### config.mk
export PLATFORM = sky130hd
export DESIGN_NAME = der_pace_info_scanner
export DESIGN_NICKNAME = d
export VERILOG_FILES = /design/src/hw/rtl/dps_pkg.sv /design/src/hw/rtl/dps_step.sv /design/src/hw/rtl/der_pace_info_scanner.sv
export SDC_FILE = /design/constraint.sdc
export NUM_CORES = 1
export LEC_CHECK = 0
export BUFFER_PORTS_ARGS = -buffer_cell sky130_fd_sc_hd__buf_2
export CORE_MARGIN = 10
export CORE_UTILIZATION = 66
export DETAILED_ROUTE_END_ITERATION = 12
export PLACE_DENSITY = 0.88
export SYNTH_ARGS = -nofsm -noshare
export SYNTH_HDL_FRONTEND = slang
export SYNTH_SLANG_ARGS = --single-unit
### constraint.sdc
create_clock -name clk -period 6.34 [get_ports clk]
set_clock_uncertainty 0.1 [all_clocks]
set_input_delay 1.268 -clock clk [delete_from_list [all_inputs] [get_ports clk]]
set_output_delay 1.268 -clock clk [all_outputs]
set_load 0.02 [all_outputs]
### src/hw/rtl/dps_pkg.sv
// Package for the DER PACE info scanner: parse phases, scanner state record,
// DER tag and length codes, and the fixed PACE object identifier prefix.
// No dependencies.
package dps_pkg;

    typedef enum logic [3:0] {
        PH_TAG,
        PH_SET_LEN,
        PH_OID_LEN,
        PH_OTHER_LEN,
        PH_SKIP,
        PH_OID_BODY,
        PH_VER_TAG,
        PH_VER_LEN,
        PH_VER_VAL,
        PH_PAR_TAG,
        PH_PAR_LEN,
        PH_PAR_VAL,
        PH_DONE
    } phase_t;

    typedef struct packed {
        phase_t      phase;
        logic [7:0]  skip_remaining;
        logic [7:0]  element_length;
        logic        prefix_match;
        logic [15:0] captured_tail;
        logic [7:0]  captured_version;
        logic [7:0]  captured_parameter;
        logic        pace_seen;
        logic        error_seen;
        logic [8:0]  error_position;
    } scan_state_t;

    localparam logic [7:0] TAG_SET      = 8'h31;
    localparam logic [7:0] TAG_SEQUENCE = 8'h30;
    localparam logic [7:0] TAG_OID      = 8'h06;
    localparam logic [7:0] TAG_INTEGER  = 8'h02;
    localparam logic [7:0] LEN_PACE_OID = 8'h0A;
    localparam logic [7:0] LEN_ONE      = 8'h01;
    localparam logic [7:0] LEN_LONG     = 8'h80;
    localparam logic [7:0] LEN_MASK     = 8'h7F;
    localparam logic [3:0] OID_PREFIX_LEN = 4'd8;
    localparam logic [3:0] OID_TAIL_HI    = 4'd8;

    localparam scan_state_t STATE_RESET = '{
        phase:              PH_TAG,
        skip_remaining:     8'd0,
        element_length:     8'd0,
        prefix_match:       1'b1,
        captured_tail:      16'd0,
        captured_version:   8'd0,
        captured_parameter: 8'd0,
        pace_seen:          1'b0,
        error_seen:         1'b0,
        error_position:     9'd0
    };

    function automatic logic [7:0] pace_prefix(input logic [2:0] idx);
        logic [7:0] val;
        case (idx)
            3'd0:    val = 8'h04;
            3'd1:    val = 8'h00;
            3'd2:    val = 8'h7F;
            3'd3:    val = 8'h00;
            3'd4:    val = 8'h07;
            3'd5:    val = 8'h02;
            3'd6:    val = 8'h02;
            3'd7:    val = 8'h04;
            default: val = 8'h00;
        endcase
        return val;
    endfunction

    function automatic phase_t start_phase(input logic [7:0] b);
        phase_t ph;
        if (b == TAG_SET || b == TAG_SEQUENCE)
        begin
            ph = PH_SET_LEN;
        end
        else if (b == TAG_OID)
        begin
            ph = PH_OID_LEN;
        end
        else
        begin
            ph = PH_OTHER_LEN;
        end
        return ph;
    endfunction

endpackage

### src/hw/rtl/dps_step.sv
// Next-state logic of the DER PACE info scanner for one message byte,
// including the zero-fill completion of an element cut off at the message end.
// Depends on dps_pkg.
module dps_step
(
    input  dps_pkg::scan_state_t cur,
    input  logic [7:0]           data_byte,
    input  logic [8:0]           pos,
    input  logic                 at_end,
    output dps_pkg::scan_state_t nxt
);

    dps_pkg::scan_state_t c;
    dps_pkg::scan_state_t f;
    logic                 consume_en;
    logic [3:0]           oid_idx;
    logic [7:0]           skip_dec;

    always_comb
    begin
        c          = cur;
        consume_en = (cur.phase != dps_pkg::PH_DONE) &&
                     !(at_end && (cur.phase == dps_pkg::PH_TAG ||
                                  cur.phase == dps_pkg::PH_PAR_TAG));
        oid_idx    = 4'd10 - cur.skip_remaining[3:0];
        skip_dec   = (cur.skip_remaining != 8'd0) ? cur.skip_remaining - 8'd1 : 8'd0;

        if (consume_en)
        begin
            case (cur.phase)
                dps_pkg::PH_TAG:
                begin
                    c.phase = dps_pkg::start_phase(data_byte);
                end
                dps_pkg::PH_SET_LEN:
                begin
                    if ((data_byte & dps_pkg::LEN_LONG) != 8'd0 &&
                        (data_byte & dps_pkg::LEN_MASK) != 8'd0)
                    begin
                        c.skip_remaining = data_byte & dps_pkg::LEN_MASK;
                        c.phase          = dps_pkg::PH_SKIP;
                    end
                    else
                    begin
                        c.phase = dps_pkg::PH_TAG;
                    end
                end
                dps_pkg::PH_OID_LEN:
                begin
                    if (data_byte == dps_pkg::LEN_PACE_OID)
                    begin
                        c.skip_remaining = dps_pkg::LEN_PACE_OID;
                        c.prefix_match   = 1'b1;
                        c.phase          = dps_pkg::PH_OID_BODY;
                    end
                    else if (data_byte != 8'd0)
                    begin
                        c.skip_remaining = data_byte;
                        c.phase          = dps_pkg::PH_SKIP;
                    end
                    else
                    begin
                        c.phase = dps_pkg::PH_TAG;
                    end
                end
                dps_pkg::PH_OTHER_LEN, dps_pkg::PH_PAR_LEN:
                begin
                    if (cur.phase == dps_pkg::PH_PAR_LEN && data_byte == dps_pkg::LEN_ONE)
                    begin
                        c.phase = dps_pkg::PH_PAR_VAL;
                    end
                    else if (data_byte == 8'd0)
                    begin
                        c.error_seen     = 1'b1;
                        c.error_position = pos - 9'd1;
                        c.phase          = dps_pkg::PH_DONE;
                    end
                    else
                    begin
                        c.skip_remaining = data_byte;
                        c.phase          = dps_pkg::PH_SKIP;
                    end
                end
                dps_pkg::PH_SKIP:
                begin
                    c.skip_remaining = skip_dec;
                    if (skip_dec == 8'd0)
                    begin
                        c.phase = dps_pkg::PH_TAG;
                    end
                end
                dps_pkg::PH_OID_BODY:
                begin
                    if (oid_idx < dps_pkg::OID_PREFIX_LEN &&
                        data_byte != dps_pkg::pace_prefix(oid_idx[2:0]))
                    begin
                        c.prefix_match = 1'b0;
                    end
                    if (oid_idx == dps_pkg::OID_TAIL_HI)
                    begin
                        c.element_length = data_byte;
                    end
                    c.skip_remaining = skip_dec;
                    if (skip_dec == 8'd0)
                    begin
                        if (c.prefix_match)
                        begin
                            c.captured_tail      = {c.element_length, data_byte};
                            c.captured_version   = 8'd0;
                            c.captured_parameter = 8'd0;
                            c.pace_seen          = 1'b0;
                            c.phase              = dps_pkg::PH_VER_TAG;
                        end
                        else
                        begin
                            c.phase = dps_pkg::PH_TAG;
                        end
                    end
                end
                dps_pkg::PH_VER_TAG:
                begin
                    if (data_byte == dps_pkg::TAG_INTEGER)
                    begin
                        c.phase = dps_pkg::PH_VER_LEN;
                    end
                    else
                    begin
                        c.error_seen     = 1'b1;
                        c.error_position = pos;
                        c.phase          = dps_pkg::PH_DONE;
                    end
                end
                dps_pkg::PH_VER_LEN:
                begin
                    if (data_byte == dps_pkg::LEN_ONE)
                    begin
                        c.phase = dps_pkg::PH_VER_VAL;
                    end
                    else
                    begin
                        c.error_seen     = 1'b1;
                        c.error_position = pos - 9'd1;
                        c.phase          = dps_pkg::PH_DONE;
                    end
                end
                dps_pkg::PH_VER_VAL:
                begin
                    c.captured_version = data_byte;
                    c.pace_seen        = 1'b1;
                    c.phase            = dps_pkg::PH_PAR_TAG;
                end
                dps_pkg::PH_PAR_TAG:
                begin
                    if (data_byte == dps_pkg::TAG_INTEGER)
                    begin
                        c.phase = dps_pkg::PH_PAR_LEN;
                    end
                    else
                    begin
                        c.phase = dps_pkg::start_phase(data_byte);
                    end
                end
                dps_pkg::PH_PAR_VAL:
                begin
                    c.captured_parameter = data_byte;
                    c.phase              = dps_pkg::PH_TAG;
                end
                default:
                begin
                    c.phase = dps_pkg::PH_DONE;
                end
            endcase
        end

        // At the message end, an open element is completed as if zero bytes followed.
        f = c;
        if (at_end)
        begin
            case (c.phase)
                dps_pkg::PH_OTHER_LEN, dps_pkg::PH_PAR_LEN, dps_pkg::PH_VER_LEN:
                begin
                    f.error_seen     = 1'b1;
                    f.error_position = pos;
                end
                dps_pkg::PH_VER_TAG:
                begin
                    f.error_seen     = 1'b1;
                    f.error_position = pos + 9'd1;
                end
                dps_pkg::PH_VER_VAL:
                begin
                    f.captured_version = 8'd0;
                    f.pace_seen        = 1'b1;
                end
                dps_pkg::PH_PAR_VAL:
                begin
                    f.captured_parameter = 8'd0;
                end
                dps_pkg::PH_OID_BODY:
                begin
                    if (c.prefix_match && c.skip_remaining <= 8'd2)
                    begin
                        f.captured_tail      = {(c.skip_remaining == 8'd1) ?
                                                c.element_length : 8'd0, 8'd0};
                        f.captured_version   = 8'd0;
                        f.captured_parameter = 8'd0;
                        f.pace_seen          = 1'b0;
                        f.error_seen         = 1'b1;
                        f.error_position     = pos + {1'b0, c.skip_remaining} + 9'd1;
                    end
                end
                default:
                begin
                    f = c;
                end
            endcase
            f.phase = dps_pkg::PH_DONE;
        end
        nxt = f;
    end

endmodule

### src/hw/rtl/der_pace_info_scanner.sv
// Top level of the DER PACE info scanner: stream ports, scanner state and
// byte position registers, and the result register. Depends on dps_pkg and dps_step.
//
// The scanner takes one message byte per clock cycle and updates its parse state in
// the same cycle; the one result transaction appears in the cycle after the byte
// marked last and sits in the output register until the output side takes it.
// Input stalls only while a finished result waits and the output side is not ready.
// Only the first min(MAX_LEN, 511) bytes of a message are parsed; the result still
// waits for the last byte.
module der_pace_info_scanner
#(
    parameter int MAX_LEN = 256
)
(
    input  logic        clk,
    input  logic        rst_n,
    input  logic        s_axis_tvalid,
    output logic        s_axis_tready,
    input  logic [7:0]  s_axis_tdata,   // data_byte
    input  logic        s_axis_tlast,   // last
    output logic        m_axis_tvalid,
    input  logic        m_axis_tready,
    output logic [47:0] m_axis_tdata    // status, error_offset, pace_found, version,
                                        // domain_param, oid_tail, zero fill
);

    localparam int         PARSE_LIMIT = (MAX_LEN < 511) ? MAX_LEN : 511;
    localparam logic [8:0] LIMIT_POS   = 9'(PARSE_LIMIT);
    localparam logic [8:0] LAST_POS    = 9'(PARSE_LIMIT - 1);

    dps_pkg::scan_state_t state_reg;
    dps_pkg::scan_state_t state_next;
    dps_pkg::scan_state_t step_out;
    dps_pkg::scan_state_t state_after;
    logic [8:0]           pos_reg;
    logic [8:0]           pos_next;
    logic                 out_valid_reg;
    logic                 out_valid_next;
    logic [47:0]          out_data_reg;
    logic [47:0]          out_data_next;
    logic                 s_accept;
    logic                 in_range;
    logic                 at_end;

    assign s_axis_tready = !out_valid_reg || m_axis_tready;
    assign s_accept      = s_axis_tvalid && s_axis_tready;
    assign in_range      = pos_reg < LIMIT_POS;
    assign at_end        = s_axis_tlast || (pos_reg == LAST_POS);

    dps_step u_step
    (
        .cur       (state_reg),
        .data_byte (s_axis_tdata),
        .pos       (pos_reg),
        .at_end    (at_end),
        .nxt       (step_out)
    );

    always_comb
    begin
        state_after    = in_range ? step_out : state_reg;
        state_next     = state_reg;
        pos_next       = pos_reg;
        out_valid_next = out_valid_reg && !m_axis_tready;
        out_data_next  = out_data_reg;
        if (s_accept)
        begin
            if (s_axis_tlast)
            begin
                state_next     = dps_pkg::STATE_RESET;
                pos_next       = 9'd0;
                out_valid_next = 1'b1;
                out_data_next  = {5'd0,
                                  state_after.captured_tail,
                                  state_after.captured_parameter,
                                  state_after.captured_version,
                                  state_after.pace_seen,
                                  state_after.error_seen ? state_after.error_position : 9'd0,
                                  state_after.error_seen};
            end
            else
            begin
                state_next = state_after;
                pos_next   = in_range ? pos_reg + 9'd1 : pos_reg;
            end
        end
    end

    always_ff @(posedge clk or negedge rst_n)
    begin
        if (!rst_n)
        begin
            state_reg     <= dps_pkg::STATE_RESET;
            pos_reg       <= 9'd0;
            out_valid_reg <= 1'b0;
        end
        else
        begin
            state_reg     <= state_next;
            pos_reg       <= pos_next;
            out_valid_reg <= out_valid_next;
        end
    end

    always_ff @(posedge clk)
    begin
        out_data_reg <= out_data_next;
    end

    assign m_axis_tvalid = out_valid_reg;
    assign m_axis_tdata  = out_data_reg;

    a_last_gives_result: assert property (@(posedge clk) disable iff (!rst_n)
        (s_accept && s_axis_tlast) |=> m_axis_tvalid)
        else $error("last byte accepted without a result");

    a_no_spurious_result: assert property (@(posedge clk) disable iff (!rst_n)
        (s_accept && !s_axis_tlast && !m_axis_tvalid) |=> !m_axis_tvalid)
        else $error("result produced without a last byte");

    a_pos_bounded: assert property (@(posedge clk) disable iff (!rst_n)
        pos_reg <= LIMIT_POS)
        else $error("byte position beyond parse limit");

    a_error_stops: assert property (@(posedge clk) disable iff (!rst_n)
        state_reg.error_seen |-> (state_reg.phase == dps_pkg::PH_DONE))
        else $error("parser still active after an error");

    a_restart: assert property (@(posedge clk) disable iff (!rst_n)
        (s_accept && s_axis_tlast) |=> (pos_reg == 9'd0 && !state_reg.error_seen))
        else $error("scanner state not cleared after a message");

endmodule
# ---- After elaboration in Yosys (flattened, before gate mapping)
# Memories as Yosys holds them, arrays and structs flattened.
# Index checks and enable logic that the tools add are counted.
dict set report word_totals {
  latch_bits 0
  reg_bits 117
  inputBits 13
  out_inout_bits 50
  mem_bits_rw 0
  mem_bits_ro 56
  mem_count 1
  wordCells 135
}
dict set report op_classes {
  order_cmp 3
  n_eq_ne 29
  reduce_logical 27
  n_div 0
  n_mul 0
  shifts 0
  bitwise_logic 0
  mux 55
  addsub 6
}
# name words word_bits rd rd_ports_with_merged_regs write_ports line
set memory_table {}
lappend memory_table {{(name not given)} 8 7 1 0 0 dps_pkg.sv:61} ;# case (idx)
# cell n
set ops {}
lappend ops {{$mux W64} 4}
lappend ops {{$mux W8} 10}
lappend ops {{$mux W33} 2}
lappend ops {{$pmux W8 S2} 4}
lappend ops {{$pmux W10 S3} 2}
lappend ops {{$pmux W4 S11} 1}
lappend ops {{$mux W43} 1}
lappend ops {{$mux W10} 4}
lappend ops {{$eq A4 B4 Y1 const B} 8}
lappend ops {{$mux W16} 2}
lappend ops {{$pmux W8 S4} 1}
lappend ops {{$eq A4 B3 Y1 const B} 7}
lappend ops {{$mux W4} 7}
lappend ops {{$reduce_bool A8 Y1} 3}
lappend ops {{$add A9 B1 Y9 const B} 2}
lappend ops {{$mux W9} 2}
lappend ops {{$eq A8 B1 Y1 const B} 2}
lappend ops {{$eq A8 B6 Y1 const B} 2}
lappend ops {{$logic_not A8 Y1} 2}
lappend ops {{$eq A4 B2 Y1 const B} 3}
lappend ops {{$mux W3} 4}
lappend ops {{$mux W11} 1}
lappend ops {{$add A9 B8 Y9} 1}
lappend ops {{$eq A9 B8 Y1 const B} 1}
lappend ops {{other kinds (22)} 44}

# ---- Depth between registers and ports, before layout
dict set report depth {
  word_depth 22
  ltp_mapped 20
  depth_no_buf 19
}

# ---- Modules after synthesis
# Synthesis repeated with hierarchy kept, for this count alone.
dict set report unflattened {
  hier_cells 923
  hier_area_um2 8199.1
}
# module area_each_um2 instances seq_area_each_um2 cells_each
set modules_own_cells {}
lappend modules_own_cells {der_pace_info_scanner 4982.3 1 3144.3 407}
lappend modules_own_cells {dps_step 3216.8 1 0.0 516}

# ---- Least setup slack after synthesis
# Ideal clock, no wire load.
dict set report synth_path {
  path_type {in2reg}
  start {input s_axis_tdata[4]}
  end {register out_data_reg[8], in the netlist m_axis_tdata[8] (data pin)}
  n_path_buf 2
  required_time_ns 5.984
  slack_ns 1.327
  setup_time_ns 0.256
  arrival_time_ns 4.657
  stages 18
  cell_sequence {buf_2 > or3_1 > o31ai_2 > nor2_1 > or3_1 > buf_2 > a21o_1 > ha_1 > nor2b_1 > o21ai_0 > a21boi_0 > o21ai_0 > a21oi_1 > o21a_1 > or3_1 > nand4_1 > o211ai_1 > o211a_1}
}
dict set report synth_between {
  elab_chain_len 14
  word_cells_on_any_way 57
  classes_between {add/sub (2); order compare (1); eq/ne (12); mux (33); reduce/logical (9)}
}
# element line
set synth_lines {}
lappend synth_lines {{start, declared} der_pace_info_scanner.sv:19} ;# input logic [7:0] s_axis_tdata,
lappend synth_lines {{$ne A8 B8 Y1} dps_step.sv:95} ;# data_byte != dps_pkg::pace_prefix(oid_idx[2:0]))
lappend synth_lines {{$logic_and A1 B1 Y1} dps_step.sv:94} ;# if (oid_idx < dps_pkg::OID_PREFIX_LEN &&
lappend synth_lines {{$mux W1} dps_step.sv:94}
lappend synth_lines {{$mux W1} dps_step.sv:30} ;# case (cur.phase)
lappend synth_lines {{$mux W1} dps_step.sv:28} ;# if (consume_en)
lappend synth_lines {{$mux W3} dps_step.sv:106} ;# if (c.prefix_match)
lappend synth_lines {{$mux W4} dps_step.sv:104} ;# if (skip_dec == 8'd0)
lappend synth_lines {{$pmux W4 S11} dps_step.sv:30}
lappend synth_lines {{$mux W64 *} dps_step.sv:28}
lappend synth_lines {{parallel branches: the longest is 3 deep, another holds $add A9 B8 Y9} --}
lappend synth_lines {{$mux W64 *} dps_step.sv:177} ;# if (at_end)
lappend synth_lines {{$mux W64 *} der_pace_info_scanner.sv:61} ;# state_after = in_range ? step_out : state_reg;
lappend synth_lines {{end signal, assigned} der_pace_info_scanner.sv:107} ;# out_data_reg <= out_data_next;
lappend synth_lines {{end, declared} der_pace_info_scanner.sv:39} ;# logic [47:0] out_data_reg;
# Mark *: on every way between the ends. The select of a mux whose other input is x is not followed.
# A chain may end at the register's enable or synchronous reset.

# ---- Final worst setup path
dict set report layout_path {
  start {input s_axis_tdata[1]}
  end {register out_data_reg[8], in the netlist m_axis_tdata[8] (data pin)}
}
# Same word-level chain as after synthesis.

==> results.toml <==
[cells_and_area]
multiInputGateArea_um2 = 4200
antennaDiodeCount = 0
largest_reg_flops = 64
fin_nets = 863
drive_above_1_share_pct = 17.7
final_cell_area_um2 = 8590
n_fill_cell = 808
seq_area_um2 = 3140
area_growth_pct = 11.2

[timing]
setup_viol = 0
fin_crit_ns = 5.21
period_share_pct = 82.1
final_max_slew_viol_count = 0
fmax_ghz = 0.192
worst_pin_slew_ns = 1.19
hold_viol = 0
rsz0062_at_grt = "no"
slew_headroom_pct = 20.2
hold_ws_ns = 0.409
setup_tns_ns = 0

[cts]
clkSlewWorstSetupHoldPaths_ns = 0.06
cts_buffer_depth = 2
numCtsBuffers = 17
post_cts_buffers = 0
ctsResizeCount = 0
cts_root_buf = "clkbuf_16"
htreeDepth = 4
clk-insertion-delay-late_ns = 0.43
clock-sinks = 117
cts_tree = "yes"
hold_buffers = 0

[route]
via_per_inst = 7.13
postRouteAntennaNets = 0
first_iter_violations = 918
remaining_drc_errors = 0
routedWlPerCell_um = 23.6
firstDrtPassIters = 6
totalWireLength_um = 23300
vias = 7063

[setup_path]
worstPathMaxFanout = 17
reg2reg_slack_ns = 1.27
r2r-start = "pos_reg[0]"
reg2reg_to = "m_axis_tdata[2]"
r2r_cells = 15
crit_end = "m_axis_tdata[8]"
timing_worst_setup_path_type = "primary input to register"
worst_setup_path_end_kind = "register"
startpoint = "s_axis_tdata[1]"
cp_data_arrival_time_ns = 5.29
cp.required_ns = 6.42
start_kind = "primary input"

[floorplanning]
die_w_um = 128
initial_core_util_pct = 67.6
row_count = 39
io_pins = 63
die_y_um = 128
die-area_um2 = 16400
core_area_um2 = 11400

[pwr]
p_per_area_nw_per_um2 = 419
leakagePower_nw = 3.53
peakVddDrop_v = 0.000362

[grt]
grt_first_pass_wirelength_um = 36600
grt_overflow_total = 0
grt_pass1_vias = 6902
antenna_found_initial = 0
track_usage_pct = 27.8
grt_max_degree = 75

[placed_design]
gp_congestion = 0.942
hpwl_um = 15400
place_area_um2 = 7990
port_buffers = 57

[synthesis]
synth_flop_cell = "dfrtp_1"
syn_area_um2 = 7720
avgSynthCellArea_um2 = 9.51
netlist_instances = 812
synth_seq_cells = 117
synth_cell_types = 85
async_reset_ff_share_pct = 63.2
ys_warn_count = 0
yosysSeqAreaShare_pct = 40.7
synth_edf_count = 43

[flow_run]
cap_violations = 0

[worst_hold_path]
hold_class = "register to register"

[outcome]
outcome = "finished, final reports clean"
[layout by cell type, fill, tap and decap left out, drive strengths merged, types with 19 or more instances in the layout]
master / Yosys / final
a21oi: 30 / 30
nor2: 39 / 39
inv: 20 / 25
a22o: 65 / 65
edfxtp: 43 / 43
o21ai: 68 / 68
buf: 25 / 71
nand2: 87 / 87
dfrtp: 73 / 73
nand2b: 21 / 21
mux2i: 19 / 19
[power breakdown]
group          switching [W]  internal, W  leakage, nW  total (W)
combinational        0.00101     0.000583         1.82    0.00160
clock               0.000397     0.000588        0.284   0.000985
sequential          0.000149     0.000868         1.43    0.00102
total                0.00156      0.00204         3.53    0.00360
[logic make-up after synthesis]
family | after synthesis | share of synthesized area, %
other | 1 | 0.0486
buffers and inverters | 92 | 5.23
and+or+nand+nor | 261 | 18.4
muxes | 27 | 3.63
adders and majority gates | 16 | 2.69
AOI/OAI and AO/OA | 288 | 28.1
DFF | 117 | 40.7
xor gates and xnor gates | 10 | 1.23
[worst min-delay path by stage]
stage	start	end	slack, ns	cells past startpoint
after floorplan	state_reg[11]	state_reg[11]	0.37	1
after global placement	state_reg[15]	state_reg[15]	0.38	1
after detailed placement	state_reg[15]	state_reg[15]	0.39	1
after CTS	state_reg[15]	state_reg[15]	0.40	1
after global routing	state_reg[15]	state_reg[15]	0.41	1
final	state_reg[25]	state_reg[25]	0.41	1
[synth_stat cells, types with 6 or more instances]
library cell / n / area share [%]
and3_1: 8 / 0.65
o22ai_1: 8 / 0.65
a211oi_1: 10 / 0.97
nor2_1: 39 / 1.9
ha_1: 15 / 2.4
o21ai_1: 8 / 0.52
nand2_1: 86 / 4.2
a21o_1: 6 / 0.58
inv_1: 18 / 0.87
a31oi_1: 10 / 0.81
mux2i_1: 19 / 2.5
and2_1: 6 / 0.49
dfrtp_1: 73 / 24
a22o_1: 65 / 7.4
o31ai_2: 9 / 1.5
nand3_1: 15 / 0.97
or2_2: 7 / 0.57
nor3_1: 15 / 0.97
edfxtp_1: 43 / 17
nor2b_1: 11 / 0.89
clkbuf_1: 47 / 2.3
nor4_1: 8 / 0.65
a21oi_1: 30 / 1.9
nand4_1: 9 / 0.73
mux2_2: 8 / 1.2
nand2b_1: 21 / 1.7
buf_2: 14 / 0.91
o21ai_0: 58 / 3.8
a22oi_1: 11 / 1.1
o31ai_1: 7 / 0.68
or3_1: 9 / 0.73
[per-layer routing]
| layer | vias up | global-route usage (%) | routed length (um) |
|---|---|---|---|
| li1 | 3127 | - | - |
| met1 | 3408 | 34.4 | 9080 |
| met2 | 460 | 44.6 | 11200 |
| met3 | 68 | 7.36 | 2320 |
| met4 | 0 | 12.2 | 692 |
| met5 | - | 0 | 0 |
[through the flow]
stage                     util, %  std cells  worst slack [ns]  power [W]
after floorplan                 -        816              1.33    0.00218
after global placement       70.0        958             0.897    0.00253
after global routing         75.2        990             0.849    0.00376
after CTS                    75.2        990              1.18    0.00355
final                        75.2        990              1.13    0.00360
after detailed placement     70.0        958             0.750    0.00257
[worst max-delay path, cell delays in order]
cell and delay (ns):
buf_2 0.33, or3b_1 0.48, o31ai_2 0.28, nor2_1 0.08, or3_1 0.52, a21o_1 0.27
ha_1 0.27, nor2b_1 0.12, o21ai_0 0.21, a21boi_0 0.16, o21ai_0 0.23, a21oi_1 0.12
o21a_1 0.18, or3_1 0.30, nand4_1 0.11, o211ai_1 0.12, o211a_1 0.22
[layout make-up]
cell class,instances,share of cell area [%]
Clock buffer,17,4.95
Clock inverter,15,2.00
Inverter,20,0.874
Multi-Input combinational cell,607,48.9
Sequential cell,117,36.6
Tap cell,143,2.08
Timing Repair Buffer,71,4.55
Power figures use the tool's default switching activity.
